## src/rtl/psfp_pkg.sv

```systemverilog
// ----------------------------------------------------------------------------
// psfp_pkg
// Shared types and constants of the particle sensor frame parser.
// ----------------------------------------------------------------------------
`default_nettype none

package psfp_pkg;

  // Frame header bytes
  localparam logic [7:0] HDR_FIRST  = 8'h42;
  localparam logic [7:0] HDR_SECOND = 8'h4D;

  // Accepted frame lengths (9 or 13 data words plus the checksum word)
  localparam logic [15:0] LEN_SHORT = 16'(2 * 9 + 2);
  localparam logic [15:0] LEN_LONG  = 16'(2 * 13 + 2);

  // Byte position counter
  localparam int unsigned POS_W = 5;
  localparam logic [POS_W-1:0] POS_HDR1   = 5'd0;
  localparam logic [POS_W-1:0] POS_HDR2   = 5'd1;
  localparam logic [POS_W-1:0] POS_LEN_HI = 5'd2;
  localparam logic [POS_W-1:0] POS_LEN_LO = 5'd3;
  localparam logic [POS_W-1:0] POS_DATA   = 5'd4;

  // Checksum byte positions for each frame length
  localparam logic [POS_W-1:0] POS_CKS_HI_SHORT = POS_W'(LEN_SHORT + 16'd2);
  localparam logic [POS_W-1:0] POS_CKS_LO_SHORT = POS_W'(LEN_SHORT + 16'd3);
  localparam logic [POS_W-1:0] POS_CKS_HI_LONG  = POS_W'(LEN_LONG + 16'd2);
  localparam logic [POS_W-1:0] POS_CKS_LO_LONG  = POS_W'(LEN_LONG + 16'd3);

  // Stored payload and readings
  localparam int unsigned PAYLOAD_DEPTH = 12;
  localparam int unsigned PAYLOAD_IDX_W = 4;
  localparam logic [POS_W-1:0] POS_DATA_END = POS_W'(4 + PAYLOAD_DEPTH);
  localparam int unsigned NUM_READINGS  = 6;
  localparam int unsigned READING_W     = 16;

  typedef logic [NUM_READINGS-1:0][READING_W-1:0] readings_t;

  // One result transaction
  typedef struct packed {
    logic      checksum_ok;
    readings_t readings;
  } result_t;

endpackage : psfp_pkg

`default_nettype wire

```

## src/rtl/psfp_parser.sv

```systemverilog
// ----------------------------------------------------------------------------
// psfp_parser
// Frame state tracker: consumes one byte per step, keeps the running sum,
// payload bytes and latched readings, and flags a result on the last byte.
// ----------------------------------------------------------------------------
`default_nettype none

module psfp_parser
  import psfp_pkg::*;
(
  input  wire logic       clk,
  input  wire logic       rst_n,
  input  wire logic       step,
  input  wire logic [7:0] rx_byte,
  output logic            emit,
  output result_t         result
);

  logic [POS_W-1:0]  pos_r, pos_nxt;
  logic [15:0]       sum_r, sum_nxt;
  logic [7:0]        len_hi_r, len_hi_nxt;
  logic              long_r, long_nxt;
  logic [7:0]        cks_hi_r, cks_hi_nxt;
  readings_t         readings_r, readings_nxt;
  logic [7:0]        payload_r [PAYLOAD_DEPTH];
  logic              payload_we;
  logic [PAYLOAD_IDX_W-1:0] payload_idx;
  logic [POS_W-1:0]  pos_off;
  logic [15:0]       frame_len;
  logic [POS_W-1:0]  pos_cks_hi, pos_cks_lo;
  logic              sum_match;
  readings_t         payload_words;

  // Derived positions and compare
  assign frame_len   = {len_hi_r, rx_byte};
  assign pos_cks_hi  = long_r ? POS_CKS_HI_LONG : POS_CKS_HI_SHORT;
  assign pos_cks_lo  = long_r ? POS_CKS_LO_LONG : POS_CKS_LO_SHORT;
  assign sum_match   = ({cks_hi_r, rx_byte} == sum_r);
  assign pos_off     = pos_r - POS_DATA;
  assign payload_idx = pos_off[PAYLOAD_IDX_W-1:0];

  // Big-endian words from stored payload
  always_comb begin
    for (int i = 0; i < NUM_READINGS; i++) begin
      payload_words[i] = {payload_r[2*i], payload_r[2*i+1]};
    end
  end

  // Per-byte next state
  always_comb begin
    pos_nxt      = pos_r;
    sum_nxt      = sum_r;
    len_hi_nxt   = len_hi_r;
    long_nxt     = long_r;
    cks_hi_nxt   = cks_hi_r;
    readings_nxt = readings_r;
    payload_we   = 1'b0;
    emit         = 1'b0;
    case (pos_r)
      POS_HDR1: begin
        if (rx_byte == HDR_FIRST) begin
          sum_nxt = {8'd0, rx_byte};
          pos_nxt = POS_HDR2;
        end
      end
      POS_HDR2: begin
        if (rx_byte == HDR_SECOND) begin
          sum_nxt = sum_r + {8'd0, rx_byte};
          pos_nxt = POS_LEN_HI;
        end else begin
          pos_nxt = POS_HDR1;
        end
      end
      POS_LEN_HI: begin
        sum_nxt    = sum_r + {8'd0, rx_byte};
        len_hi_nxt = rx_byte;
        pos_nxt    = POS_LEN_LO;
      end
      POS_LEN_LO: begin
        if (frame_len == LEN_SHORT || frame_len == LEN_LONG) begin
          sum_nxt  = sum_r + {8'd0, rx_byte};
          long_nxt = (frame_len == LEN_LONG);
          pos_nxt  = POS_DATA;
        end else begin
          pos_nxt = POS_HDR1;
        end
      end
      default: begin
        if (pos_r == pos_cks_hi) begin
          cks_hi_nxt = rx_byte;
          pos_nxt    = pos_r + 5'd1;
        end else if (pos_r == pos_cks_lo) begin
          emit    = 1'b1;
          pos_nxt = POS_HDR1;
          if (sum_match) begin
            readings_nxt = payload_words;
          end
        end else begin
          sum_nxt    = sum_r + {8'd0, rx_byte};
          payload_we = (pos_r < POS_DATA_END);
          pos_nxt    = pos_r + 5'd1;
        end
      end
    endcase
  end

  // Result follows the updated latch
  assign result.checksum_ok = sum_match;
  assign result.readings    = readings_nxt;

  // Control state and latched readings
  always_ff @(posedge clk) begin
    if (!rst_n) begin
      pos_r      <= POS_HDR1;
      sum_r      <= '0;
      len_hi_r   <= '0;
      long_r     <= 1'b0;
      cks_hi_r   <= '0;
      readings_r <= '0;
    end else if (step) begin
      pos_r      <= pos_nxt;
      sum_r      <= sum_nxt;
      len_hi_r   <= len_hi_nxt;
      long_r     <= long_nxt;
      cks_hi_r   <= cks_hi_nxt;
      readings_r <= readings_nxt;
    end
  end

  // Payload byte store
  always_ff @(posedge clk) begin
    if (step && payload_we) begin
      payload_r[payload_idx] <= rx_byte;
    end
  end

endmodule : psfp_parser

`default_nettype wire

```

## config.mk

```make
export PLATFORM = sky130hd
export DESIGN_NAME = psfp_parser
export DESIGN_NICKNAME = d
export VERILOG_FILES = /design/src/rtl/psfp_pkg.sv /design/src/rtl/psfp_parser.sv
export SDC_FILE = /design/constraint.sdc
export NUM_CORES = 1
export LEC_CHECK = 0
export BUFFER_PORTS_ARGS = -buffer_cell sky130_fd_sc_hd__buf_4
export CAP_MARGIN = 20
export CORE_MARGIN = 5
export CORE_UTILIZATION = 40
export DETAILED_ROUTE_END_ITERATION = 7
export SYNTH_ARGS = -nofsm -noshare
export SYNTH_HDL_FRONTEND = slang
export SYNTH_SLANG_ARGS = --single-unit
```

## constraint.sdc

```tcl
create_clock -name clk -period 4.1 [get_ports clk]
set_clock_uncertainty 0.05 [all_clocks]
set_input_delay 0.205 -clock clk [delete_from_list [all_inputs] [get_ports clk]]
set_output_delay 0.205 -clock clk [all_outputs]
set_load 0.02 [all_outputs]
```

==> flow_summary.html <==
<table>
<tr><th>Metric</th><th>Value</th></tr>
<tr><th colspan="2">Timing</th></tr>
<tr><td>Worst hold slack</td><td>46.5 ps</td></tr>
<tr><td>Least-Margin Pin Slew</td><td>1020 ps</td></tr>
<tr><td>Setup repair after global routing missed its margin</td><td>no</td></tr>
<tr><td>Final setup violation count</td><td>0</td></tr>
<tr><td>Worst max-slew margin expressed relative to the limit</td><td>32.0%</td></tr>
<tr><td>Tmin final</td><td>3520 ps</td></tr>
<tr><td>Max-slew violation total from the final report</td><td>0</td></tr>
<tr><td>Final Hold Violating Endpoints</td><td>0</td></tr>
<tr><td>Ratio of final minimum period to clock period</td><td>85.9%</td></tr>
<tr><td>FMAX</td><td>284 MHz</td></tr>
<tr><td>Final setup TNS</td><td>0 ps</td></tr>
<tr><th colspan="2">Worst setup path</th></tr>
<tr><td>Worst-path fanout max</td><td>50</td></tr>
<tr><td>Ordered list of cells on the worst path</td><td>ha_1 &gt; and2_1 &gt; nand4b_1 &gt; nor4_2 &gt; buf_4 &gt; mux2_2 &gt; buf_4</td></tr>
<tr><td>WP data arrival</td><td>3270 ps</td></tr>
<tr><td>R2R setup slack</td><td>1280 ps</td></tr>
<tr><td>Most common cell type on the critical path</td><td>buf_4</td></tr>
<tr><td>Type of the setup path with the least slack</td><td>register to output port</td></tr>
<tr><td>Required time at the worst-slack endpoint</td><td>3850 ps</td></tr>
<tr><td>Largest incremental delay on the critical path</td><td>540 ps</td></tr>
<tr><td>CP startpoint kind</td><td>register</td></tr>
<tr><td>Slowest stage cell, crit path</td><td>buf_4</td></tr>
<tr><td>Endpoint type of the worst setup path</td><td>output port</td></tr>
<tr><th colspan="2">Flow run</th></tr>
<tr><td>Max-cap check violation count</td><td>0</td></tr>
<tr><th colspan="2">Route</th></tr>
<tr><td>Drt first-iter violations</td><td>533</td></tr>
<tr><td>Final antenna-violating net count</td><td>0</td></tr>
<tr><td>Routed WL per cell</td><td>17.9 um</td></tr>
<tr><td>DRC violation count after routing</td><td>0</td></tr>
<tr><td>Detailed-routing iteration count for the pre-antenna-repair pass</td><td>5</td></tr>
<tr><td>Final routed wirelength across all metal layers</td><td>24,100 um</td></tr>
<tr><td>Number of vias after detailed routing</td><td>7,071</td></tr>
<tr><td>Routed via count divided by cell count</td><td>5.26</td></tr>
<tr><th colspan="2">Synthesis</th></tr>
<tr><td>Synthesis-stage register bit count</td><td>230</td></tr>
<tr><td>Count of mapped cells out of synthesis</td><td>927</td></tr>
<tr><td>Proportion of synthesized chip area in sequential cells</td><td>56.5%</td></tr>
<tr><td>Net count of the mapped netlist</td><td>951</td></tr>
<tr><td>Proportion of synthesized area in mux cells</td><td>12.8%</td></tr>
<tr><td>Yosys warns</td><td>0</td></tr>
<tr><td>Adder-cell area share of the yosys netlist</td><td>1.73%</td></tr>
<tr><td>Share of flip-flops with an asynchronous set or reset after synthesis</td><td>0%</td></tr>
<tr><td>Mean Syn Cell Area</td><td>10.6 um2</td></tr>
<tr><td>Share of the synthesized area in compound gates (AO/OA/AOI/OAI)</td><td>8.58%</td></tr>
<tr><td>Area contributors post-synth</td><td>edfxtp_1 (29%), dfxtp_1 (27%), mux2_2 (11%)</td></tr>
<tr><td>Commonest register cell after synthesis</td><td>dfxtp_1</td></tr>
<tr><td>Post-Syn Area</td><td>9850 um2</td></tr>
<tr><td>Area share of and/or/nand/nor cells after synthesis</td><td>16.0%</td></tr>
<tr><td>Library cells used by synthesis</td><td>52</td></tr>
<tr><td>Share of the synthesized netlist area taken by xor and xnor gates</td><td>1.33%</td></tr>
<tr><td>Post-synthesis cell type with the largest combined area</td><td>edfxtp_1</td></tr>
<tr><td>Top cell type's share of synthesized area</td><td>29.3%</td></tr>
<tr><td>EDFF count, synth</td><td>96</td></tr>
<tr><td>Largest family of logic cells by synthesized area</td><td>simple AND/OR/NAND/NOR gates</td></tr>
<tr><th colspan="2">GRT</th></tr>
<tr><td>Maximum number of pins on one net before global-route repair</td><td>82</td></tr>
<tr><td>Number of global-route vias before repair</td><td>6,860</td></tr>
<tr><td>Antenna violations before repair</td><td>2</td></tr>
<tr><td>Global-route usage over all layers</td><td>16.5%</td></tr>
<tr><td>First-pass GRT wire length</td><td>38,000 um</td></tr>
<tr><td>Grt ovf</td><td>0</td></tr>
<tr><th colspan="2">Clock tree</th></tr>
<tr><td>Post-CTS setup buffers</td><td>0</td></tr>
<tr><td>Clock tree from TritonCTS</td><td>yes</td></tr>
<tr><td>Total clock buffers created by CTS</td><td>25</td></tr>
<tr><td>Hold buffer count at cts</td><td>0</td></tr>
<tr><td>Number of sinks handled by clock tree synthesis</td><td>230</td></tr>
<tr><td>Source-to-sink clock delay at the later pin of the worst-skew pair</td><td>510 ps</td></tr>
<tr><td>CTS clock-pin slew for the worst setup and hold paths</td><td>60 ps</td></tr>
<tr><td>CTS resizes</td><td>0</td></tr>
<tr><td>CTS Root Cell</td><td>clkbuf_16</td></tr>
<tr><td>Max Root-Sink Buffers</td><td>3</td></tr>
<tr><td>Depth of the CTS H-tree</td><td>1</td></tr>
<tr><th colspan="2">Layout</th></tr>
<tr><td>Register area</td><td>5570 um2</td></tr>
<tr><td>Proportion of layout cells with a drive suffix above 1</td><td>25.4%</td></tr>
<tr><td>Layout overhead on the synthesized area</td><td>19.2%</td></tr>
<tr><td>Count of inserted antenna diode cells</td><td>0</td></tr>
<tr><td>Area of the multi-input gates</td><td>4000 um2</td></tr>
<tr><td>Fill cell total of the finished layout</td><td>2,256</td></tr>
<tr><td>Nets@finish</td><td>1,025</td></tr>
<tr><td>Commonest non-fill, non-tap cell in the layout</td><td>dfxtp_1</td></tr>
<tr><td>Commonest cells after routing, fill and taps aside</td><td>dfxtp_1 (134), nand2_1 (126), buf_4 (115), nand3_1 (106)</td></tr>
<tr><th colspan="2">Placed design</th></tr>
<tr><td>Number of buffers added on ports</td><td>108</td></tr>
<tr><td>Final RePlAce weighted congestion</td><td>0.746</td></tr>
<tr><td>DP Wirelength</td><td>14,400 um</td></tr>
<tr><th colspan="2">Worst hold path</th></tr>
<tr><td>Tightest Hold Check Type</td><td>input port to register</td></tr>
<tr><th colspan="2">Outcome</th></tr>
<tr><td>Outcome</td><td>finished, final reports clean</td></tr>
<tr><th colspan="2">Die</th></tr>
<tr><td>Area of the die</td><td>27,900 um2</td></tr>
<tr><td>Number of rows created at floorplan</td><td>57</td></tr>
<tr><td>Width of the die</td><td>167 um</td></tr>
<tr><td>Starting utilization of the core area</td><td>40.5%</td></tr>
<tr><td>Number of top-level design ports</td><td>109</td></tr>
<tr><td>Core Area</td><td>24,300 um2</td></tr>
<tr><td>Height of the die</td><td>167 um</td></tr>
<tr><th colspan="2">Power</th></tr>
<tr><td>Pwr Density</td><td>405 nW/um2</td></tr>
<tr><td>Pleak</td><td>0.00443 uW</td></tr>
<tr><td>Peak supply drop</td><td>263 uV</td></tr>
</table>
## power breakdown
part	internal [uW]	switching (uW)	leakage, uW	total [uW]
combinational	22.2	89.8	0.00209	112
sequential	2380	0.272	0.00194	2380
clock	1360	895	0.000402	2260
total	3770	985	0.00443	4750
## synth_stat cells (2+ instances only)
library cell  number
mux2_2            96
nor4bb_1           2
and2_1            16
or4_1              4
a21o_1             4
dfxtp_1          134
a21oi_1           62
inv_1              4
nor4_1             6
xnor2_1           11
nor3_1             7
buf_2             14
a31oi_1            7
a311oi_1           3
nor4b_1            2
edfxtp_1          96
o22ai_1            2
o211ai_1           5
nand4_1            5
nand2b_1           4
o21ai_0           57
nor2b_1            3
o2111ai_1          2
nand2_1          127
nand3_1          106
and3_1             7
buf_1              6
mux2i_1           18
xor2_1             4
clkbuf_1          50
nand4b_1           3
nor2_1            27
ha_1              12
a211oi_1           3
## per-layer routing
metal  vias up  global-route usage (%)  wire length, um
met5         -                       0                0
met4         0                    3.95              397
met3        30                    2.20              938
met2       145                    27.9            11700
met1      3415                    22.6            11000
li1       3481                       -                -
## critical path, delay by kind of cell (launching register included)
kind                     cells  cell delay [ps]
AND/OR/NAND/NOR              3              740
multiplexers                 1              420
buffers and inverters        2              700
flip-flops                   1              420
adder cells (fa/ha/maj)      1              440
## stage by stage
stage	utilization [%]	cells	instance area, um2	worst slack [ps]	total power (uW)
2_1_floorplan	-	927	9850	1460	2490
3_3_place_gp	44.9	1298	10900	1050	2540
3_5_place_dp	44.9	1298	10900	1020	2550
4_1_cts	48.3	1344	11700	577	4810
5_1_grt	48.3	1344	11700	354	4930
6_report	48.3	1344	11700	580	4750
## cell families (layout without fill, tap and decap cells)
kind of cell             count (synthesis)  after routing
AND/OR/NAND/NOR                        327            327
buffers and inverters                   76            169
flip-flops                             230            230
XOR/XNOR                                15             15
adder cells (fa/ha/maj)                 13             13
multiplexers                           114            114
AO/OA/AOI/OAI                          152            152
## path summary, 6_finish.rpt
check,start,endpoint,depth (start not counted)
min,rx_byte[6],sum_r[6]$_SDFFE_PN0P_,3
max reg2reg,pos_r[1]$_SDFFE_PN0P_,readings_r[13]$_SDFFE_PN0P_,9
max,pos_r[1]$_SDFFE_PN0P_,result[14],7
min reg2reg,readings_r[29]$_SDFFE_PN0P_,readings_r[29]$_SDFFE_PN0P_,2
## area by class of cell
class                           instances  area share [%]
Tap cell                              324            3.45
Timing Repair Buffer                  118            7.86
Multi-Input combinational cell        621            34.0
Sequential cell                       230            47.4
Clock buffer                           31            5.77
Inverter                                5           0.170
Clock inverter                         15            1.32
## sequential cells by signal (all words and copies together), names as in the netlist
name        cells
long_r          1
pos_r           5
cks_hi_r        8
sum_r          16
readings_r     96
len_hi_r        8
payload_r      96
No activity file was read; power rests on OpenSTA's default activity.
